### config.mk
export PLATFORM = sky130hd
export DESIGN_NAME = atsc_cordic_cell
export DESIGN_NICKNAME = d
export VERILOG_FILES = /design/src/design/atsc_pkg.sv /design/src/design/atsc_cordic_cell.sv
export SDC_FILE = /design/constraint.sdc
export NUM_CORES = 1
export LEC_CHECK = 0
export BUFFER_PORTS_ARGS = -buffer_cell sky130_fd_sc_hd__buf_2
export CAP_MARGIN = 20
export CORE_AREA = 2 2 146 148
export DETAILED_ROUTE_END_ITERATION = 7
export DIE_AREA = 0 0 148 150
export PLACE_DENSITY = 0.82
export SETUP_SLACK_MARGIN = 0.02
export SYNTH_ARGS = -nofsm -noshare
export SYNTH_HDL_FRONTEND = slang
export SYNTH_SLANG_ARGS = --single-unit
export TNS_END_PERCENT = 30
### constraint.sdc
create_clock -name clk -period 7.2 [get_ports clk]
set_input_delay 1.44 -clock clk [delete_from_list [all_inputs] [get_ports clk]]
set_output_delay 1.44 -clock clk [all_outputs]
set_load 0.01 [all_outputs]
### src/design/atsc_pkg.sv
// ----------------------------------------------------------------------------
// atsc_pkg
// shared widths, cell bus types and the arctangent table for the tilt block
// ----------------------------------------------------------------------------
package atsc_pkg;

    // cell counts of the three kinds of chains and the atan table length
    localparam int SQRT_CELLS   = 16;
    localparam int DIV_CELLS    = 17;
    localparam int CORDIC_STEPS = 16;
    localparam int ATAN_LEN     = 24;

    // cycles from an accepted word to its result strobe
    localparam int LATENCY = 9 + 3 * SQRT_CELLS + 2 * DIV_CELLS + CORDIC_STEPS;

    localparam int ROOT_IDX_W = 4;
    localparam int ROOT_V_W   = 33;
    localparam int REM_W      = 31;
    localparam int DEN_W      = 16;
    localparam int QUO_W      = 17;
    localparam int DIV_IDX_W  = 5;
    localparam int ROT_W      = 27;
    localparam int ANG_W      = 33;
    localparam int ROT_IDX_W  = 5;

    localparam logic signed [9:0] OFFSET_X_RST = -10'sd30;
    localparam logic signed [9:0] OFFSET_Y_RST = 10'sd12;

    typedef enum logic [1:0] {
        CFG_OFFSET_X = 2'd0,
        CFG_OFFSET_Y = 2'd1
    } cfg_idx_t;

    // integer square root cell bus
    typedef struct packed {
        logic [ROOT_V_W-1:0] v;
        logic [ROOT_V_W-1:0] res;
    } root_t;

    // restoring divider cell bus
    typedef struct packed {
        logic [REM_W-1:0] rem;
        logic [DEN_W-1:0] den;
        logic [QUO_W-1:0] quo;
    } quot_t;

    // cordic vectoring cell bus
    typedef struct packed {
        logic signed [ROT_W-1:0] x;
        logic signed [ROT_W-1:0] y;
        logic signed [ANG_W-1:0] z;
    } rot_t;

    // per-sample context carried alongside the cell chains
    typedef struct packed {
        logic signed [15:0] ax;
        logic signed [15:0] ay;
        logic signed [15:0] dx;
        logic signed [15:0] dy;
        logic               zl;
        logic               ovf;
        logic signed [16:0] x;
        logic signed [16:0] y;
        logic [15:0]        c;
        logic signed [16:0] t;
    } ctx_t;

    // atan(2^-i) where pi is 2^31
    function automatic logic [31:0] atan_entry(input logic [ROT_IDX_W-1:0] i);
        logic [31:0] a;
        case (i)
            5'd0:    a = 32'd536870912;
            5'd1:    a = 32'd316933406;
            5'd2:    a = 32'd167458907;
            5'd3:    a = 32'd85004756;
            5'd4:    a = 32'd42667331;
            5'd5:    a = 32'd21354465;
            5'd6:    a = 32'd10680094;
            5'd7:    a = 32'd5340245;
            5'd8:    a = 32'd2670163;
            5'd9:    a = 32'd1335087;
            5'd10:   a = 32'd667544;
            5'd11:   a = 32'd333772;
            5'd12:   a = 32'd166886;
            5'd13:   a = 32'd83443;
            5'd14:   a = 32'd41722;
            5'd15:   a = 32'd20861;
            5'd16:   a = 32'd10430;
            5'd17:   a = 32'd5215;
            5'd18:   a = 32'd2608;
            5'd19:   a = 32'd1304;
            5'd20:   a = 32'd652;
            5'd21:   a = 32'd326;
            5'd22:   a = 32'd163;
            5'd23:   a = 32'd81;
            default: a = 32'd0;
        endcase
        return a;
    endfunction

endpackage

### src/design/atsc_cordic_cell.sv
// ----------------------------------------------------------------------------
// atsc_cordic_cell
// one vectoring rotation of a pipelined cordic arctangent
// ----------------------------------------------------------------------------
module atsc_cordic_cell
    import atsc_pkg::*;
(
    input  logic                 clk,
    input  logic [ROT_IDX_W-1:0] idx,
    input  rot_t                 din,
    output rot_t                 dout
);

    logic signed [ROT_W-1:0] dx;
    logic signed [ROT_W-1:0] dy;
    logic signed [ANG_W-1:0] a;
    rot_t                    dout_next;
    rot_t                    dout_reg;

    always_comb
    begin
        dx = din.y >>> idx;
        dy = din.x >>> idx;
        a  = $signed({1'b0, atan_entry(idx)});
        if (din.y > 0)
        begin
            dout_next.x = din.x + dx;
            dout_next.y = din.y - dy;
            dout_next.z = din.z + a;
        end
        else
        begin
            dout_next.x = din.x - dx;
            dout_next.y = din.y + dy;
            dout_next.z = din.z - a;
        end
    end

    always_ff @(posedge clk)
    begin
        dout_reg <= dout_next;
    end

    assign dout = dout_reg;

endmodule

==> impl_metrics.ini <==
[global_routing]
antenna_found_initial = 1
number_of_global_route_vias_before_repair = 12000
grt_first_pass_wirelength_um = 65200
grt_start_max_net_pins = 67
global_route.overflow_total = 0
grt_usage_pct = 37.4

[clocking]
cts_inserted_buffers = 9
cts.path.max_buffers = 2
cts_num_sinks = 87
cts_root_buf = clkbuf_16
clkTransAtPathRegs_ns = 0.07
cts_max_level = 3
tritoncts_clock_tree = done

[critical_path]
cp-start-kind = input port
crit_type = in -> reg
worstPathCellList = buf_4, buf_12, mux4_2, o211ai_1, o21ai_0, a222oi_1, nand3_1, nor3_1, nor2_1, xor2_1, ha_1, a2111oi_0, o21ai_0, a31o_2, a21oi_1, o21ba_2, nor4b_1, o31ai_1, o41ai_1, xnor2_1
arrival_ns = 6.98
slowest_stage = mux4_2
cp_data_required_time_ns = 7.44
crit_path_max_fanout = 50
slowest_delay_ns = 0.60
path_common_cell = o21ai_0
worstSetupStartpoint = idx[0]
crit_path_end = dout[59]$_DFF_P_
endpoint_kind = flip-flop

[drt]
ant_nets = 0
wire_per_inst_um = 22.2
route.detailed.vias_per_inst = 6.65
detailroute.via_count = 12600
dr.pass1.iters = 5
drt_iter0_markers = 1252
drcViolationCount = 0
wirelength_um = 42200

[synthesis]
post_synth_num_cell_types = 97
cell_count_after_synthesis = 1455
post_synth_instance_area_mm2 = 0.0122
yosys.cell_count.top_type = nor2_1
synth_seq_area_share_pct = 14.3
synth_commonest_cells = nor2_1, a21oi_1, nand2_1
synth_nets = 1645
synth_warnings = 0
synth-edff-count = 0
postSynthAreaPerCell_um2 = 8.37
yosys_register_bits = 87
synthFlopType = dfxtp_1
netlist_top_cells_area = dfxtp_1, ha_1, mux4_2, xnor2_1, mux2i_1
synth_top_area_share_pct = 14.3
synth_async_sr_flop_share_pct = 0
dominant_cell_type_by_area_after_synthesis = dfxtp_1

[cells_and_area]
final_area_mm2 = 0.0138
largest_register_ffs = 87
flow.area_growth_from_synthesis_pct = 13.4
final_nets = 1812
antenna_cells_inserted = 0
fillerInstances = 1745
post_route_cells_drive_above_1_share_pct = 22.9

[power_and_ir_drop]
fin_total_pwr_mw = 2.92
cellPowerDensity_mw_per_mm2 = 211
leakagePower_nw = 6.03
ir_worst_vdd_mv = 0.133

[floorplanning]
core_area_mm2 = 0.0207
floorplan.die_area_mm2 = 0.0222
die_y_um = 150
dieWidth_um = 148
floorplan.initialDensity_pct = 58.9
pin_count = 180
std_cell_rows = 53

[placement]
place.detailed.hpwl_um = 32900
port_buffers = 179
placed_cell_area_mm2 = 0.0135
place.gp.congestion = 1.03
preCtsSetupSlack_ns = 0.119

[timing]
share_of_the_cycle_needed_by_the_critical_path_after_routing_pct = 93.7
unrepaired_setup_endpoints_after_global_routing = no
tightest_slew_ns = 1.08
timing.final.max_slew_violations = 0
final.setup.worst_slack_ns = 0.455
max_freq_mhz = 148
fin_setup_tns_ns = 0
max-slew-margin-rel_pct = 27.6
setup-violations-final = 0
layout_min_cycle_time_ns = 6.75
hold_violations = 0

[min_path]
worstHoldPathType = in -> reg

[job]
max_cap_viol_count = 0

[run_status]
run_status = finished, final reports clean
routing by layer:
metal | wire length [µm] | track usage (%)
met1 | 16400 | 46.3
met2 | 19100 | 60.7
met3 | 4000 | 8.29
met4 | 2620 | 20.2
met5 | 0 | 0
cells in the final DEF, fill, tap and decap left out, types with 33 or more instances in the layout:
cell type / instances
a21o_1: 41
a21oi_1: 107
buf_2: 177
buf_4: 60
dfxtp_1: 87
ha_1: 94
inv_1: 33
mux2i_1: 54
mux4_2: 52
nand2_1: 102
nor2_1: 118
o21ai_0: 67
xnor2_1: 92
xor2_1: 52
critical path, delay by kind of cell:
kind	cells	cell delay (ns)
xor+xnor	2	0.28
fa+ha+maj	1	0.35
compound gates	10	2.66
buf+inv	2	0.55
mux	1	0.60
simple gates	4	1.10
stage by stage:
stage	util, %	hold slack (ns)	cells
floorplan	-	1.57	1455
global placement	65.1	1.74	1886
detailed placement	65.1	1.76	1886
CTS	66.8	1.39	1902
global route	66.8	1.39	1902
finish	66.8	1.39	1902
cells by family after synthesis:
kind of cell             count (synthesis)  synth area share (%)
AO/OA/AOI/OAI                          432                  24.4
XOR/XNOR                               145                  10.5
adder cells (fa/ha/maj)                 97                  10.1
buffers and inverters                  120                  4.81
flip-flops                              87                  14.3
multiplexers                           139                  17.8
AND/OR/NAND/NOR                        435                  18.0
repair_timing:
action,4_1_cts,5_1_grt
setup endpoints to repair,0,1
hold buffers,0,0
resized for setup,0,1
buffers inserted,0,0
area by class of cell:
cell class	instances	area (µm²)	area share [%]
clock buffers	11	233	1.68
inverters	36	135	0.978
flip-flops and latches	87	1740	12.6
clock inverters	5	106	0.770
well taps	275	344	2.49
repair buffers	240	1400	10.1
multi-input cells	1248	9860	71.4
worst min path at each step:
stage,startpoint,to,cells after the start,slack [ns]
2_1_floorplan,din[33],dout[33]$_DFF_P_,1,1.57
3_3_place_gp,din[1],dout[1]$_DFF_P_,2,1.74
3_5_place_dp,din[1],dout[1]$_DFF_P_,2,1.76
4_1_cts,din[33],dout[33]$_DFF_P_,2,1.39
5_1_grt,din[32],dout[32]$_DFF_P_,2,1.39
6_report,din[1],dout[1]$_DFF_P_,2,1.39
report_power, final:
part	total (mW)	internal [mW]	leakage, nW	switching [mW]
clock network	0.568	0.341	0.160	0.228
registers	0.722	0.680	0.734	0.0421
logic	1.63	0.700	5.14	0.927
total	2.92	1.72	6.03	1.20
Power figures use the tool's default switching activity.
