--- src/design/atsc_pkg.sv ---
// ----------------------------------------------------------------------------
// atsc_pkg
// shared widths, cell bus types and the arctangent table for the tilt block
// ----------------------------------------------------------------------------
package atsc_pkg;

    // cell counts of the three kinds of chains and the atan table length
    localparam int SQRT_CELLS   = 16;
    localparam int DIV_CELLS    = 17;
    localparam int CORDIC_STEPS = 16;
    localparam int ATAN_LEN     = 24;

    // cycles from an accepted word to its result strobe
    localparam int LATENCY = 9 + 3 * SQRT_CELLS + 2 * DIV_CELLS + CORDIC_STEPS;

    localparam int ROOT_IDX_W = 4;
    localparam int ROOT_V_W   = 33;
    localparam int REM_W      = 31;
    localparam int DEN_W      = 16;
    localparam int QUO_W      = 17;
    localparam int DIV_IDX_W  = 5;
    localparam int ROT_W      = 27;
    localparam int ANG_W      = 33;
    localparam int ROT_IDX_W  = 5;

    localparam logic signed [9:0] OFFSET_X_RST = -10'sd30;
    localparam logic signed [9:0] OFFSET_Y_RST = 10'sd12;

    typedef enum logic [1:0] {
        CFG_OFFSET_X = 2'd0,
        CFG_OFFSET_Y = 2'd1
    } cfg_idx_t;

    // integer square root cell bus
    typedef struct packed {
        logic [ROOT_V_W-1:0] v;
        logic [ROOT_V_W-1:0] res;
    } root_t;

    // restoring divider cell bus
    typedef struct packed {
        logic [REM_W-1:0] rem;
        logic [DEN_W-1:0] den;
        logic [QUO_W-1:0] quo;
    } quot_t;

    // cordic vectoring cell bus
    typedef struct packed {
        logic signed [ROT_W-1:0] x;
        logic signed [ROT_W-1:0] y;
        logic signed [ANG_W-1:0] z;
    } rot_t;

    // per-sample context carried alongside the cell chains
    typedef struct packed {
        logic signed [15:0] ax;
        logic signed [15:0] ay;
        logic signed [15:0] dx;
        logic signed [15:0] dy;
        logic               zl;
        logic               ovf;
        logic signed [16:0] x;
        logic signed [16:0] y;
        logic [15:0]        c;
        logic signed [16:0] t;
    } ctx_t;

    // atan(2^-i) where pi is 2^31
    function automatic logic [31:0] atan_entry(input logic [ROT_IDX_W-1:0] i);
        logic [31:0] a;
        case (i)
            5'd0:    a = 32'd536870912;
            5'd1:    a = 32'd316933406;
            5'd2:    a = 32'd167458907;
            5'd3:    a = 32'd85004756;
            5'd4:    a = 32'd42667331;
            5'd5:    a = 32'd21354465;
            5'd6:    a = 32'd10680094;
            5'd7:    a = 32'd5340245;
            5'd8:    a = 32'd2670163;
            5'd9:    a = 32'd1335087;
            5'd10:   a = 32'd667544;
            5'd11:   a = 32'd333772;
            5'd12:   a = 32'd166886;
            5'd13:   a = 32'd83443;
            5'd14:   a = 32'd41722;
            5'd15:   a = 32'd20861;
            5'd16:   a = 32'd10430;
            5'd17:   a = 32'd5215;
            5'd18:   a = 32'd2608;
            5'd19:   a = 32'd1304;
            5'd20:   a = 32'd652;
            5'd21:   a = 32'd326;
            5'd22:   a = 32'd163;
            5'd23:   a = 32'd81;
            default: a = 32'd0;
        endcase
        return a;
    endfunction

endpackage

--- src/design/atsc_sqrt_cell.sv ---
// ----------------------------------------------------------------------------
// atsc_sqrt_cell
// one result bit of a pipelined integer square root
// ----------------------------------------------------------------------------
module atsc_sqrt_cell
    import atsc_pkg::*;
(
    input  logic                  clk,
    input  logic [ROOT_IDX_W-1:0] idx,
    input  root_t                 din,
    output root_t                 dout
);

    logic [ROOT_V_W-1:0] one;
    logic [ROOT_V_W-1:0] trial;
    root_t               dout_next;
    root_t               dout_reg;

    always_comb
    begin
        one   = ROOT_V_W'(1) << {idx, 1'b0};
        trial = din.res + one;
        if (din.v >= trial)
        begin
            dout_next.v   = din.v - trial;
            dout_next.res = (din.res >> 1) + one;
        end
        else
        begin
            dout_next.v   = din.v;
            dout_next.res = din.res >> 1;
        end
    end

    always_ff @(posedge clk)
    begin
        dout_reg <= dout_next;
    end

    assign dout = dout_reg;

endmodule

--- config.mk ---
export PLATFORM = sky130hd
export DESIGN_NAME = atsc_sqrt_cell
export DESIGN_NICKNAME = d
export VERILOG_FILES = /design/src/design/atsc_pkg.sv /design/src/design/atsc_sqrt_cell.sv
export SDC_FILE = /design/constraint.sdc
export NUM_CORES = 1
export LEC_CHECK = 0
export BUFFER_PORTS_ARGS = -buffer_cell sky130_fd_sc_hd__buf_2
export CAP_MARGIN = 20
export CORE_MARGIN = 1
export CORE_UTILIZATION = 25
export DETAILED_ROUTE_END_ITERATION = 10
export PLACE_DENSITY = 0.43
export SLEW_MARGIN = 25
export SYNTH_ARGS = -nofsm -noshare
export SYNTH_HDL_FRONTEND = slang
export SYNTH_SLANG_ARGS = --single-unit
--- constraint.sdc ---
create_clock -name clk -period 14.1 [get_ports clk]
set_input_delay 2.115 -clock clk [delete_from_list [all_inputs] [get_ports clk]]
set_output_delay 2.115 -clock clk [all_outputs]
set_load 0.05 [all_outputs]
==> results of run 1 <==
-- cells by family (layout without fill, tap and decap cells) --
kind of cell | after synthesis | count (layout) | synth area share [%]
and+or+nand+nor | 195 | 195 | 16.55
other | 0 | 1 | 0
xor gates and xnor gates | 84 | 84 | 12.57
adders and majority gates | 68 | 68 | 14.66
DFF | 66 | 66 | 22.57
buffers and inverters | 30 | 174 | 2.458
AOI/OAI and AO/OA | 183 | 183 | 20.65
muxes | 45 | 45 | 10.54
-- through the flow --
| stage | setup slack [ns] | total power [mW] |
|---|---|---|
| finish | 6.221 | 0.8055 |
| global route | 5.667 | 0.8535 |
| CTS | 6.127 | 0.8189 |
| detailed placement | 5.770 | 0.5919 |
| global placement | 5.920 | 0.5938 |
| floorplan | 7.505 | 0.5041 |
-- worst max-delay path by stage --
stage               end   start  slack, ns  depth (start not counted)
6_report       dout[10]  idx[2]       6.22                         21
3_3_place_gp    dout[6]  idx[2]       5.92                         21
2_1_floorplan  dout[12]  idx[1]       7.51                         22
5_1_grt         dout[1]  idx[2]       5.67                         21
4_1_cts        dout[10]  idx[2]       6.13                         21
3_5_place_dp    dout[1]  idx[2]       5.77                         21
-- final cells by class --
cell class                 instances  area [um^2]  share of cell area [%]
timing repair buffer             138        695.7                   9.690
clock inverter                     2        10.01                  0.1394
antenna                            1        2.502                 0.03486
clock buffer                      13        280.3                   3.904
sequential                        66         1321                   18.40
tap                              313        391.6                   5.455
inverter                          21        78.83                   1.098
multi-input combinational        575         4399                   61.28
-- worst max-delay path, cell delays in order --
cell,delay (ns)
buf_2,0.14
nor4_1,0.49
ha_1,0.26
ha_1,0.18
a21oi_1,0.09
o21bai_1,0.18
a31o_2,0.18
a31oi_1,0.15
o311ai_0,0.76
a31oi_1,0.20
nor2_1,0.11
o21ai_0,0.10
xor2_1,0.18
ha_1,0.39
o21a_1,0.14
nor2_1,0.04
o21ai_1,0.42
a21oi_4,0.31
nor2_4,0.66
buf_4,0.58
mux2_2,0.39
-- power by group --
group / leakage, nW / switching, mW / internal [mW]
Sequential: 0.557 / 0.00617 / 0.215
Clock: 0.147 / 0.0830 / 0.137
Combinational: 2.47 / 0.238 / 0.127
-- layer usage --
layer	vias to the layer above	part of all wire (%)	track usage, %
met3	13	5.5	3.621
met2	131	44	23.19
met5	-	0.057	0
li1	2769	-	-
met1	2394	50	20.36
met4	2	1.2	4.149
-- synthesized netlist by cell type (21+ instances only) --
library cell / number / area [um^2]
nor2_1: 44 / 165.2
inv_1: 21 / 78.83
nor3_1: 31 / 155.2
a31oi_1: 23 / 143.9
dfxtp_1: 66 / 1321
nand2_1: 41 / 153.9
ha_1: 67 / 838.3
xnor2_1: 46 / 402.9
a21oi_1: 39 / 195.2
o21ai_0: 32 / 160.2
mux2_4: 30 / 450.4
xor2_1: 38 / 332.8
==> key figures, run 1 <==
Run status
  • Status: complete, no violations

Critical path
  • CP startpoint kind: input port
  • Crit end category: register
  • Worst setup path category: in -> reg
  • Worst EP required: 14.33 ns
  • Critical path peak fanout: 27
  • Critical Path AT: 8.11 ns

Clocking
  • Clock root cell: clkbuf_16
  • Cts hold-fix bufs: 0
  • CTS buffer count: 9
  • CTS resizes: 0
  • Clk sinks: 66
  • H-tree Lvls: 3
  • Post-CTS Setup Inserts: 0
  • CTS tree: done
  • Reg clk slew, reported paths: 0.06 ns
  • Max clock buf depth: 2

Detailed routing
  • Drt total wl: 17610 um
  • Detailed Routing Iterations Pass 1: 5
  • Vias per cell: 4.702
  • Antenna-violating nets left: 0
  • Starting DRT DRC Count: 317
  • Via Count: 5309
  • WL per Instance: 15.59 um
  • # DRC: 0

STA
  • Max-slew violations: 0
  • Sum Neg Setup Slack: 0 ns
  • Fmax: 126.9 MHz
  • Period utilization: 55.88%
  • Setup violators final: 0
  • Hold Fails Final Rpt: 0
  • Slew headroom: 44.76%
  • Worst hold margin: 2.006 ns
  • Actual slew at the worst max-slew pin: 0.8182 ns
  • Fin crit period: 7.879 ns
  • RSZ-0062 raised after global routing: no

Final layout
  • # fillers: 2503
  • Final #Nets: 950
  • Layout cells sized above 1: 25.28%
  • Largest register FFs: 66
  • Non-filler cells in the finished layout: 1129
  • Final Core Density: 31.52%
  • Commonest non-fill, non-tap cell in the layout: buf_2
  • Layout area overhead: 22.66%
  • Most frequent cells in the layout: buf_2, ha_1, dfxtp_1, xnor2_1, nor2_1
  • Finished Cell Area: 7179 um^2

Logic synthesis
  • Syn Inst Count: 671
  • Cell Area, Synth: 5853 um^2
  • Synthesized area per cell: 8.723 um^2
  • Post-synth ARST share: 0%
  • Distinct cells, synth: 54
  • Prevailing post-synth register cell: dfxtp_1
  • Register area share after synthesis: 22.57%
  • Yosys warnings: 0
  • Post-synth EDFFs: 0
  • Post-Syn Nets: 810
  • Register bit total from synthesis: 66

Floorplan
  • I/O pins: 137
  • Chip width: 155.0 um
  • Starting Density: 25.70%
  • Die Y-Extent: 155.0 um
  • Core footprint: 22780 um^2
  • Die area: 24030 um^2
  • Cell Rows: 55

Placed design
  • DP Area: 6887 um^2
  • Cell Count Post-Placement: 1113
  • RD Place Congestion: 0.8299
  • Hpwl dp: 14500 um
  • Port Buffer Count: 136

Hold path
  • Worst hold endpoint: dout[17]
  • Hold Crit Start: din[18]
  • Hold Crit Depth: 2
  • Worst hold path type: in -> reg

Pwr
  • Lkg Pwr: 3.169 nW
  • Pwr dens: 112.2 nW/um^2
  • Max VDD drop: 0.04253 mV

Global routing
  • Vias in the first global route: 5126
  • Pin count of the biggest net entering global routing: 28
  • Antenna violations before repair: 2
  • Gr usage total: 14.91%
  • Grt ovf: 0
  • Global-route wire length before repair: 27590 um

Flow run
  • MaxCap Viol Count: 0
(Power assumes the default switching activity.)
==> run 2, diff against run 1 <==
Settings changed: PLACE_DENSITY 0.43 to 0.45.
Clock period 14.1 ns to 6.65 ns, I/O delays scaled along.
==> key figures, run 2 (synthesis gave the netlist of run 1 again) <==
Run status
  • Status: complete, no violations

Placed design
  • Port Buffer Count: 136 (unchanged)
  • RD Place Congestion: 0.8548 (+3.0%)
  • Hpwl dp: 14690 um (+1.3%)

Critical path
  • Critical path buffers and inverters: 2 (unchanged)
  • Critical Path AT: 6.07 ns (-2.04 ns)
  • Slowest Stage Delay on Critical Path: 0.43 ns (-0.33 ns)
  • CP startpoint kind: input port
  • Worst setup path category: in -> reg
  • Crit. path cell count: 22 (+4.8%)
  • Slowest CP cell: or3_4
  • Crit end category: register
  • Worst EP required: 6.88 ns (-7.45 ns)
  • Worst path cell trace: buf_2 -> nand2b_1 -> nor3_1 -> ha_1 -> a21oi_1 -> o21bai_1 -> a31o_2 -> a31oi_1 -> o21ai_0 -> a31oi_1 -> nor2b_1 -> xnor2_1 -> ha_1 -> a21oi_1 -> o21ai_0 -> or3_1 -> o211a_1 -> or3_4 -> a21oi_4 -> nor2_4 -> buf_4 -> mux2_4
  • Critical path peak fanout: 14 (-48%)
  • Cell family with most CP delay: compound AO/OA/AOI/OAI gates

Floorplan
  • Core footprint: 22780 um^2 (unchanged)
  • Die area: 24030 um^2 (unchanged)
  • Cell Rows: 55 (unchanged)
  • Die Y-Extent: 155.0 um (unchanged)
  • Chip width: 155.0 um (unchanged)
  • I/O pins: 137 (unchanged)
  • Starting Density: 25.70% (unchanged)

Final layout
  • # fillers: 2470 (-1.3%)
  • Commonest non-fill, non-tap cell in the layout: buf_2
  • Layout cells sized above 1: 25.70% (+0.42 points)
  • Most frequent cells in the layout: buf_2, ha_1, dfxtp_1, xnor2_1, nor2_1
  • Final #Nets: 955 (+0.53%)
  • Seq. cell area: 1321 um^2 (unchanged)
  • Footprint of the multi-input gates: 4399 um^2 (unchanged)
  • Layout area overhead: 23.54%
  • Largest register FFs: 66 (unchanged)

STA
  • Setup violators final: 0 (unchanged)
  • RSZ-0062 raised after global routing: no
  • Slew headroom: 60.27% (+16 points)
  • Sum Neg Setup Slack: 0 ns (unchanged)
  • Fin crit period: 5.838 ns
  • Period utilization: 87.78%
  • Actual slew at the worst max-slew pin: 0.5906 ns (-0.2277 ns)
  • Max-slew violations: 0 (unchanged)
  • Hold Fails Final Rpt: 0 (unchanged)
  • Worst hold margin: 0.8858 ns (-1.120 ns)
  • Fmax: 171.3 MHz

Global routing
  • Vias in the first global route: 5159 (+0.64%)
  • Pin count of the biggest net entering global routing: 34 (+21%)
  • Global-route wire length before repair: 27570 um (-0.10%)
  • Antenna violations before repair: 4 (+2)
  • Grt ovf: 0 (unchanged)
  • Gr usage total: 14.91% (about the same)

Detailed routing
  • Vias per cell: 4.683 (-0.40%)
  • Drt total wl: 17720 um (+0.67%)
  • WL per Instance: 15.59 um (about the same)
  • Detailed Routing Iterations Pass 1: 4 (-1)
  • Via Count: 5325 (+0.30%)
  • Starting DRT DRC Count: 240 (-24%)
  • Antenna-violating nets left: 0 (unchanged)
  • # DRC: 0 (unchanged)

Clocking
  • Post-CTS Setup Inserts: 0 (unchanged)
  • Max clock buf depth: 2 (unchanged)
  • CTS resizes: 0 (unchanged)
  • CTS tree: done
  • Reg clk slew, reported paths: 0.06 ns (about the same)
  • CTS buffer count: 9 (unchanged)
  • Clock root cell: clkbuf_16
  • Cts hold-fix bufs: 0 (unchanged)
  • Clk sinks: 66 (unchanged)
  • H-tree Lvls: 3 (unchanged)

Pwr
  • Max VDD drop: 0.09112 mV (+110%)
  • Pwr dens: 238.7 nW/um^2 (+110%)
  • Lkg Pwr: 3.193 nW (+0.75%)

Hold path
  • Worst hold path type: in -> reg
  • Hold Crit Depth: 2 (unchanged)

Flow run
  • MaxCap Viol Count: 0 (unchanged)
==> run 2: cell types whose count changed in the layout (fill, tap and decap cells not counted), sizes merged <==
cell / previous run / this run
diode: 1 / 3
bufinv: 0 / 1
clkbuf: 13 / 10
buf: 138 / 143
clkinvlp: 0 / 1
clkinv: 2 / 4
==> run 2: cell type report <==
type                            instances  area share (%)
Multi-Input combinational cell        575           60.84
Clock inverter                          6          0.7960
Timing Repair Buffer                  143           10.31
Clock buffer                           10           3.167
Inverter                               21           1.090
Sequential cell                        66           18.27
Antenna cell                            3          0.1038
Tap cell                              313           5.416
==> run 2: report_power, final <==
part	internal, mW	switching, mW	total, mW
Clock	0.288	0.190	0.478
Sequential	0.456	0.0156	0.472
Combinational	0.276	0.501	0.777
==> run 2: layer usage <==
| layer | GRT usage (%) | routed length, um |
|---|---|---|
| met1 | 20.02 | 8835 |
| met2 | 23.72 | 7942 |
| met3 | 2.646 | 605 |
| met4 | 5.563 | 331 |
| met5 | 0 | 8 |
==> run 2: worst paths after layout <==
path	slack [ns]	to	startpoint
max	0.81	dout[22]	idx[1]
min	0.89	dout[31]	din[32]
==> run 2: stage by stage <==
stage / worst slack [ns] / area [um^2] / util, % / power [mW] / cells
final: 0.8125 / 7231 / 31.74 / 1.726 / 1137
after global routing: 0.4640 / 7231 / 31.74 / 1.825 / 1137
after CTS: 0.8329 / 7223 / 31.71 / 1.753 / 1134
after detailed placement: 0.4732 / 6937 / 30.45 / 1.260 / 1118
after global placement: 0.5255 / 6937 / 30.45 / 1.265 / 1118
after floorplan: 1.173 / 5853 / - / 1.069 / 671
