[config.mk]
export PLATFORM = sky130hd
export DESIGN_NAME = atsc_div_cell
export DESIGN_NICKNAME = d
export VERILOG_FILES = /design/src/design/atsc_pkg.sv /design/src/design/atsc_div_cell.sv
export SDC_FILE = /design/constraint.sdc
export NUM_CORES = 1
export LEC_CHECK = 0
export ABC_AREA = 1
export ABC_CLOCK_PERIOD_IN_PS = 3000
export BUFFER_PORTS_ARGS = -buffer_cell sky130_fd_sc_hd__buf_2
export CAP_MARGIN = 15
export CORE_ASPECT_RATIO = 1.25
export CORE_MARGIN = 2
export CORE_UTILIZATION = 40
export DETAILED_ROUTE_END_ITERATION = 10
export PLACE_DENSITY = 0.68
export RECOVER_POWER = 100
export SYNTH_ARGS = -nofsm -noshare
export SYNTH_HDL_FRONTEND = slang
export SYNTH_SLANG_ARGS = --single-unit
export TNS_END_PERCENT = 10
[constraint.sdc]
create_clock -name clk -period 3 [get_ports clk]
set_input_delay 0.45 -clock clk [delete_from_list [all_inputs] [get_ports clk]]
set_output_delay 0.45 -clock clk [all_outputs]
set_load 0.1 [all_outputs]
[src/design/atsc_pkg.sv]
// ----------------------------------------------------------------------------
// atsc_pkg
// shared widths, cell bus types and the arctangent table for the tilt block
// ----------------------------------------------------------------------------
package atsc_pkg;

    // cell counts of the three kinds of chains and the atan table length
    localparam int SQRT_CELLS   = 16;
    localparam int DIV_CELLS    = 17;
    localparam int CORDIC_STEPS = 16;
    localparam int ATAN_LEN     = 24;

    // cycles from an accepted word to its result strobe
    localparam int LATENCY = 9 + 3 * SQRT_CELLS + 2 * DIV_CELLS + CORDIC_STEPS;

    localparam int ROOT_IDX_W = 4;
    localparam int ROOT_V_W   = 33;
    localparam int REM_W      = 31;
    localparam int DEN_W      = 16;
    localparam int QUO_W      = 17;
    localparam int DIV_IDX_W  = 5;
    localparam int ROT_W      = 27;
    localparam int ANG_W      = 33;
    localparam int ROT_IDX_W  = 5;

    localparam logic signed [9:0] OFFSET_X_RST = -10'sd30;
    localparam logic signed [9:0] OFFSET_Y_RST = 10'sd12;

    typedef enum logic [1:0] {
        CFG_OFFSET_X = 2'd0,
        CFG_OFFSET_Y = 2'd1
    } cfg_idx_t;

    // integer square root cell bus
    typedef struct packed {
        logic [ROOT_V_W-1:0] v;
        logic [ROOT_V_W-1:0] res;
    } root_t;

    // restoring divider cell bus
    typedef struct packed {
        logic [REM_W-1:0] rem;
        logic [DEN_W-1:0] den;
        logic [QUO_W-1:0] quo;
    } quot_t;

    // cordic vectoring cell bus
    typedef struct packed {
        logic signed [ROT_W-1:0] x;
        logic signed [ROT_W-1:0] y;
        logic signed [ANG_W-1:0] z;
    } rot_t;

    // per-sample context carried alongside the cell chains
    typedef struct packed {
        logic signed [15:0] ax;
        logic signed [15:0] ay;
        logic signed [15:0] dx;
        logic signed [15:0] dy;
        logic               zl;
        logic               ovf;
        logic signed [16:0] x;
        logic signed [16:0] y;
        logic [15:0]        c;
        logic signed [16:0] t;
    } ctx_t;

    // atan(2^-i) where pi is 2^31
    function automatic logic [31:0] atan_entry(input logic [ROT_IDX_W-1:0] i);
        logic [31:0] a;
        case (i)
            5'd0:    a = 32'd536870912;
            5'd1:    a = 32'd316933406;
            5'd2:    a = 32'd167458907;
            5'd3:    a = 32'd85004756;
            5'd4:    a = 32'd42667331;
            5'd5:    a = 32'd21354465;
            5'd6:    a = 32'd10680094;
            5'd7:    a = 32'd5340245;
            5'd8:    a = 32'd2670163;
            5'd9:    a = 32'd1335087;
            5'd10:   a = 32'd667544;
            5'd11:   a = 32'd333772;
            5'd12:   a = 32'd166886;
            5'd13:   a = 32'd83443;
            5'd14:   a = 32'd41722;
            5'd15:   a = 32'd20861;
            5'd16:   a = 32'd10430;
            5'd17:   a = 32'd5215;
            5'd18:   a = 32'd2608;
            5'd19:   a = 32'd1304;
            5'd20:   a = 32'd652;
            5'd21:   a = 32'd326;
            5'd22:   a = 32'd163;
            5'd23:   a = 32'd81;
            default: a = 32'd0;
        endcase
        return a;
    endfunction

endpackage

[src/design/atsc_div_cell.sv]
// ----------------------------------------------------------------------------
// atsc_div_cell
// one quotient bit of a pipelined restoring divider
// ----------------------------------------------------------------------------
module atsc_div_cell
    import atsc_pkg::*;
(
    input  logic                 clk,
    input  logic [DIV_IDX_W-1:0] idx,
    input  quot_t                din,
    output quot_t                dout
);

    logic [REM_W+1:0] sub;
    quot_t            dout_next;
    quot_t            dout_reg;

    always_comb
    begin
        sub       = (REM_W+2)'(din.den) << idx;
        dout_next = din;
        if ({2'b00, din.rem} >= sub)
        begin
            dout_next.rem = din.rem - sub[REM_W-1:0];
            dout_next.quo = din.quo | (QUO_W'(1) << idx);
        end
    end

    always_ff @(posedge clk)
    begin
        dout_reg <= dout_next;
    end

    assign dout = dout_reg;

endmodule

==> metrics list, run 1 <==
* Initial standard-cell utilization of the core: 0.4103
- CTS built an H-tree with a depth of 3.
- RSZ-0062 raised after global routing: true
- The compound-gate portion of the synthesized area came to 0.1284.
* Top-level I/O count: approximately 130
- Across the run, the number of max-cap violations was 0.
- The first detailed-routing pass took 5 iterations.
- Residual antenna-violating net count after detailed routing: 0
- After routing the design area is 0.008033 mm².
- Number of hold violations in the final report: 0
* Ratio of routed vias to standard cells: 5.066
- In this run the cell area measured after placement is 0.007204 mm².
- The netlist uses 34 different library cells.
* Overall die area: approximately 0.013 mm²
- Ant diodes: 0
- Final worst path period need: approximately 3.0 ns
* Source of the critical timing path: idx[0]
- Die extent in y: around 130 µm
- After layout, the design draws a total of approximately 4.6 mW.
- In this run the core area contains 45 standard-cell rows.
- The first global-routing pass estimated 27.14 mm of wire.
* Multi-input gate area in the final layout: 0.003686 mm²
- Die Width: 103.9 µm
- Clock tree sinks: 64
- Arrival time of data at the critical path endpoint: around 3.3 ns
- The path class of the tightest hold or removal check is in2reg.
- Number of buffers added on ports: 133
- In this run, synthesis inferred 0 flip-flops with an integrated enable.
* Global routing usage summed across all routing layers: 0.2524
* Longest individual stage delay on the worst path: 0.26 ns
- Area share of fa/ha/maj cells after synthesis: 0.08175
* Routability congestion estimate: approximately 0.96
- Synthesis produced a netlist with a net count of 927.
- CTS placed an instance of sky130_fd_sc_hd__clkbuf_16 at the clock tree root.
- After detailed routing, the average wire length per cell comes to roughly 14 µm.
- Chain of cells forming the critical path: buf_6, buf_8, nand2_1, nand3_1, buf_4, nand3_1, nand2_1, a211oi_2, buf_4, ha_4, a21oi_2, o21ai_1, a21oi_2, nand3_2, nand4_4, nand3_4, clkbuf_16, nand2_1, nand2_1
- The worst pin sits at a relative slew slack of 0.1967.
- Detail Placement HPWL: 14.18 mm
- Launch instance of the worst min-delay path: din[25]
- Lkg Pwr: 4.000 nW
* Share of final-layout standard cells stronger than drive strength 1: 0.3162
- Total global routing overflow: 0
* Buffers and inverters on the worst path: 5
- Clock tree from TritonCTS: yes
- Once layout is complete, the utilization of the core stands at 0.6605.
- Across the VDD grid, the largest voltage drop is 0.4317 mV.
- Final-report setup violation count: 19
* CP max stage cell: sky130_fd_sc_hd__a211oi_2
* Share of synthesized flip-flops with an asynchronous set or reset: 0
- The worst setup path is launched from an input port.
- After technology mapping, the gate count stands at 825.
- Largest family of logic cells by synthesized area: simple AND/OR/NAND/NOR gates
- At the pin with the least slew margin, the transition time is about 1.2 ns.
- Path type of the worst setup path: in2reg
- Post-synthesis to final-layout area growth: 60.98%
* Final worst-path cycle share: 1.005
- Worst Path Max Fanout: 13
* Filler Cells Inserted: around 1100
- For this run, the number of Yosys warnings is 0.
- Max FFs per register: 64
- Count of state elements after synthesis: 64
- Cells after DPL: 1280
- The via count of the first global-routing pass came to 6094.
- Portion of the post-synthesis area used by sequential elements: 0.2568
* Post-Syn Area: ~0.0050 mm²
- Crit-path leading delay family: simple AND/OR/NAND/NOR gates
- Detailed routing inserted a total of around 6600 vias.
- Averaged over all synthesized cells, the footprint is about 6.0 µm².
- The net count of the finished layout is approximately 1200.
* Area share of xor/xnor cells in the synthesized design: 0.03862
* Clock edge transition at the registers on the reported setup and hold paths: ~0.060 ns
- Measured against the total synthesized area, the mux share comes to 0.002006.
- The initial antenna violation count is 0.
- Sequential cell area: 0.001281 mm²
- For this design the ratio of total power to cell area is 578.5 mW/mm².
- Largest net degree at the start of global routing: 26
- The checks that failed: negative setup slack.
- Post-synthesis share of cell area spent on and, or, nand and nor gates: 0.3954
* Remaining design rule violation count: 0
- STA classifies the critical path endpoint as a flop.
- The total area inside the core boundary comes to 0.01216 mm².
- Total wire length after detailed routing: roughly 19 mm
- Setup TNS: -0.1413 ns
* F_max: 0.3317 GHz
- After layout, the worst setup slack is -0.01492 ns.
- After the first detailed-routing iteration, the DRC count stood at 351.
- Final std cells w/o fill: roughly 1300
- The number of hold buffers added after CTS was 0.
- Cts bufs inserted: 9
- Cell with the most instances on the worst path: sky130_fd_sc_hd__nand2_1
- At the worst endpoint, the required time is 3.23 ns.
- In the synthesized netlist the dominant register cell turns out to be sky130_fd_sc_hd__dfxtp_1.
* Status: complete, but fails checks
* Maximum root-to-sink buffer count: 2
- Fin. max-slew vios: 0
path summary, 6_finish.rpt:
kind | end | cells after the start | slack [ns]
max | dout[60] | 19 | -0.01
min | dout[25] | 1 | 0.26
kinds of logic after synthesis:
group	after synthesis
AOI/OAI and AO/OA	111
adders and majority gates	32
xor gates and xnor gates	22
muxes	1
and+or+nand+nor	477
DFF	64
buffers and inverters	118
what timing repair did:
| item | in CTS | in global routing |
|---|---|---|
| endpoints found under the setup margin | 48 | 48 |
| pin swaps | 3 | 24 |
| resized for setup | 20 | 90 |
| setup buffers | 0 | 8 |
| cloned | 0 | 5 |
Yosys cell counts, types with 7 or more instances:
| cell | instances | area share |
|---|---|---|
| sky130_fd_sc_hd__a31oi_1 | 10 | 0.013 |
| sky130_fd_sc_hd__nand2_1 | 274 | 0.21 |
| sky130_fd_sc_hd__nor2_1 | 80 | 0.060 |
| sky130_fd_sc_hd__xor2_1 | 17 | 0.030 |
| sky130_fd_sc_hd__buf_2 | 9 | 0.0090 |
| sky130_fd_sc_hd__a21oi_1 | 38 | 0.038 |
| sky130_fd_sc_hd__o22ai_1 | 11 | 0.014 |
| sky130_fd_sc_hd__inv_1 | 88 | 0.066 |
| sky130_fd_sc_hd__o21ai_0 | 30 | 0.030 |
| sky130_fd_sc_hd__nand3_1 | 101 | 0.10 |
| sky130_fd_sc_hd__clkbuf_1 | 11 | 0.0083 |
| sky130_fd_sc_hd__dfxtp_1 | 64 | 0.26 |
| sky130_fd_sc_hd__or2_2 | 8 | 0.010 |
| sky130_fd_sc_hd__ha_1 | 31 | 0.078 |
| sky130_fd_sc_hd__nor3_1 | 7 | 0.0070 |
cell usage in the layout, fill, tap and decap left out, drive strengths merged, types with 10 or more instances in the layout:
| cell | count |
|---|---|
| buf | 250 |
| a31oi | 10 |
| xor2 | 17 |
| clkbuf | 91 |
| nand3 | 102 |
| ha | 31 |
| nor2 | 80 |
| a21oi | 38 |
| o21ai | 30 |
| nand2 | 274 |
| inv | 92 |
| dfxtp | 64 |
| o22ai | 11 |
routing by layer:
layer  up-vias  part of all wire  GRT usage
met2       260              0.52     0.4845
met3        65             0.057    0.03597
met5         -                 0          0
li1       3309                 -          -
met1      2998              0.38     0.2700
met4         0             0.048     0.1264
final cells by class:
| class | count | share of cell area |
|---|---|---|
| Sequential cell | 64 | 0.1595 |
| Clock inverter | 7 | 0.009813 |
| Tap cell | 164 | 0.02555 |
| Inverter | 90 | 0.04299 |
| Multi-Input combinational cell | 643 | 0.4589 |
| Clock buffer | 9 | 0.02804 |
| Timing Repair Buffer | 332 | 0.2752 |
power by group:
part	switching, mW	internal, mW
logic	1.77	0.804
registers	0.0285	0.974
clock network	0.421	0.650
metrics by stage:
stage          setup slack [ns]  hold slack (ns)
6_report               -0.01492           0.2602
5_1_grt                 -0.1435           0.2633
4_1_cts               -0.009391           0.2333
3_5_place_dp            -0.5576           0.5854
3_3_place_gp            -0.5286           0.5853
2_1_floorplan          0.005615           0.4777
Power figures use the tool's default switching activity.
==> inputs of run 2 (changes only) <==
RECOVER_POWER = 25   (was 100)
==> run 2 against run 1 <==
  * The flow still finishes with violations (negative setup slack)
  * Via count is 0.20% lower
  * Global-route usage is the same
  * Routed wire length decreased by 0.19%
  * Die area unchanged
  * Critical path type unchanged
  * Critical endpoint is now dout[58]
  * Largest power group unchanged
==> metrics list, run 2 (synthesis results as in run 1) <==
- The category of the worst setup path capture point was a flop (unchanged).
- Iteration count of the initial detailed-routing pass: 6 (was 5)
- Sw Ratio: 0.4738 (was 0.4776)
- Post-synthesis to final-layout area growth: 62.49% (was 60.98%)
* Clock tree from TritonCTS: yes (unchanged)
* Initial standard-cell utilization of the core: 0.4103 (unchanged)
* GRT met1 Usage: 0.2700 (unchanged)
- Worst path setup slack after routing: -0.01589 ns (was -0.01492 ns)
* Max FFs per register: 64 (unchanged)
* Multi-input gate area in the final layout: 0.003686 mm² (unchanged)
- The worst min-delay path class is in2reg (unchanged).
- Number of global-route vias before repair: 6094 (unchanged)
- The die boundary width came to 103.9 µm (unchanged).
- Most frequent cells in the layout: sky130_fd_sc_hd__nand2_1 (260), sky130_fd_sc_hd__buf_4 (182), sky130_fd_sc_hd__buf_2 (115) (was sky130_fd_sc_hd__nand2_1 (260), sky130_fd_sc_hd__buf_4 (182), sky130_fd_sc_hd__nand3_1 (98))
- The layer with the highest usage after global routing is met2 (unchanged).
- Starting DRT DRC Count: 323 (was 351)
* Detail Placement HPWL: 14.18 mm (unchanged)
* Total global routing overflow: 0 (unchanged)
* Via count: 6619 (was 6632)
* Hold Crit Endpoint: dout[24] (was dout[25])
* Nature of the critical path startpoint: input port (unchanged)
* Lkg Pwr: 4.171 nW (was 4.000 nW)
- Hold-critical path depth: 1 (unchanged)
- The initial antenna violation count was 0 (unchanged).
* Final worst-path cycle share: 1.005 (about the same)
* Cts bufs inserted: 9 (unchanged)
* Number of violations of the max-capacitance limit: 0 (unchanged)
* Number of hold violations in the final report: 0 (unchanged)
- The cell row count was 45 (unchanged).
* Peak ir drop on the vdd network: 0.4332 mV (was 0.4317 mV)
- Top-level I/O count: 134 (unchanged)
* Global routing usage summed across all routing layers: 0.2524 (unchanged)
- Share of final-layout standard cells stronger than drive strength 1: 0.3686 (was 0.3162)
* Clock Tree Root: sky130_fd_sc_hd__clkbuf_16 (unchanged)
- Routability congestion estimate: 0.9621 (unchanged)
- The total clock sinks was 64 (unchanged).
- Final worst path period need: 3.016 ns (was 3.015 ns)
* Path type of the worst setup path: in2reg (unchanged)
* Final std cells w/o fill: 1309 (unchanged)
- The largest net degree at the start of global routing was 26 (unchanged).
- Total wire length after detailed routing: 18.78 mm (was 18.81 mm)
- The number of I/O port buffers was 133 (unchanged).
- Part of the total power dissipated in the clock network: 0.229 (was 0.230)
- The worst-case clock buffer depth was 2 (unchanged).
- F_max: 0.3316 GHz (was 0.3317 GHz)
* Residual antenna-violating net count after detailed routing: 0 (unchanged)
* RSZ-0062 raised after global routing: true (unchanged)
- Sequential power share: 0.214 (was 0.216)
* Net count reported at finish: 1242 (unchanged)
- The worst slew slack as a fraction of its limit came to 0.2229 (was 0.1967).
- Slew at the pin closest to its max-slew limit: 1.171 ns (was 1.210 ns)
- Arrival time of data at the critical path endpoint: 3.25 ns (about the same)
* Most frequent standard cell in the layout excluding fill and tap cells: sky130_fd_sc_hd__nand2_1 (unchanged)
- The clock slew seen by the registers of the worst setup and hold paths is 0.06 ns (about the same).
- The count of antenna diodes in the layout is 0 (unchanged).
* Power density over the cells: 576.3 mW/mm² (was 578.5 mW/mm²)
- DR WL/cell: 14.35 µm (was 14.37 µm)
- Launch instance of the worst min-delay path: din[24] (was din[25])
- The met2 global-route usage was 0.4845 (unchanged).
- The count of unresolved DRC violations after routing is 0 (unchanged).
- The met3 capacity usage during global routing was 0.03597 (unchanged).
- The number of H-tree levels was 3 (unchanged).
- Violations in the final reports: negative setup slack (unchanged).
- Final-report setup violation count: 19 (unchanged)
- Ratio of routed vias to standard cells: 5.057 (was 5.066)
- Final worst hold slack: 0.2637 ns (was 0.2602 ns)
- Switching power: 2.214 mW (was 2.219 mW)
* Status: complete, but fails checks (unchanged)
- Gate power share: 0.557 (was 0.554)
- The final count of pins violating max slew is 0 (unchanged).
- Wire length of the first global-routing pass: 27.14 mm (unchanged)
- The floorplan core area came to 0.01216 mm² (unchanged).
* Cells after DPL: 1280 (unchanged)
* Sequential cell area: 0.001281 mm² (unchanged)
- The die area came to 0.01339 mm² (unchanged).
* Data required time at the worst endpoint: 3.23 ns (about the same)
- Filler Cells Inserted: 1061 (was 1082)
* Worst Path Max Fanout: 13 (unchanged)
- The overall die height was 128.9 µm (unchanged).
- The cell internal power dissipation is 2.459 mW (was 2.428 mW).
run 2: cell types whose count changed in the layout (fill, tap and decap cells not counted):
cell                       previous run  this run
sky130_fd_sc_hd__buf_2               55       115
sky130_fd_sc_hd__clkbuf_1            78        18
run 2: how the worst max path moves through the flow:
stage	startpoint	to	cells past startpoint
after detailed placement	idx[0]	dout[9]	23
after floorplan	idx[2]	dout[11]	20
after CTS	idx[0]	dout[52]	22
after global routing	idx[1]	dout[2]	23
final	idx[0]	dout[58]	19
after global placement	idx[0]	dout[52]	22
run 2: power groups by stage:
stage	combinational (mW)	clock, mW	sequential (mW)
after floorplan	0.734	0	1.92
after global placement	2.34	0	1.02
after detailed placement	2.36	0	1.02
after CTS	2.39	1.09	1.00
after global routing	2.75	1.12	1.01
final	2.60	1.07	0.999
run 2: repair_timing:
action	in CTS	in global routing
resized for setup	20	90
setup endpoints to repair	48	48
pin swaps	3	24
hold buffers	0	0
buffers inserted	0	8
gates cloned	0	5
run 2: area by class of cell:
class                      instances  area share
clock inverter                     7    0.009722
multi-input combinational        643      0.4546
tap                              164     0.02531
inverter                          90     0.04259
sequential                        64      0.1580
timing repair buffer             332      0.2819
clock buffer                       9     0.02778
run 2: per-stage QoR:
stage	setup TNS [ns]	setup WS, ns	util	total power [mW]	cell area (µm²)
4_1_cts	-0.02403	-0.009391	0.6247	4.473	7597
3_3_place_gp	-24.55	-0.5286	0.5924	3.360	7204
6_report	-0.1495	-0.01589	0.6667	4.673	8108
3_5_place_dp	-25.99	-0.5576	0.5924	3.376	7204
2_1_floorplan	0	0.005615	-	2.658	5035
5_1_grt	-5.858	-0.1435	0.6667	4.877	8108
run 2: critical path, stage by stage:
cell	delay, ns
sky130_fd_sc_hd__buf_6	0.12
sky130_fd_sc_hd__buf_8	0.14
sky130_fd_sc_hd__nand2_1	0.07
sky130_fd_sc_hd__nand3_1	0.11
sky130_fd_sc_hd__buf_4	0.15
sky130_fd_sc_hd__nand3_1	0.08
sky130_fd_sc_hd__nand2_1	0.10
sky130_fd_sc_hd__a211oi_2	0.26
sky130_fd_sc_hd__buf_4	0.17
sky130_fd_sc_hd__ha_4	0.21
sky130_fd_sc_hd__a21oi_2	0.20
sky130_fd_sc_hd__o21ai_1	0.14
sky130_fd_sc_hd__a21oi_2	0.21
sky130_fd_sc_hd__nand3_2	0.14
sky130_fd_sc_hd__nand4_4	0.11
sky130_fd_sc_hd__nand3_4	0.23
sky130_fd_sc_hd__clkbuf_16	0.25
sky130_fd_sc_hd__nand2_1	0.05
sky130_fd_sc_hd__nand2_1	0.04
run 2: layer usage:
metal | part of all wire | wire, µm
met4 | 0.048 | 901
met2 | 0.51 | 9663
met1 | 0.39 | 7270
met3 | 0.050 | 942
met5 | 0 | 0
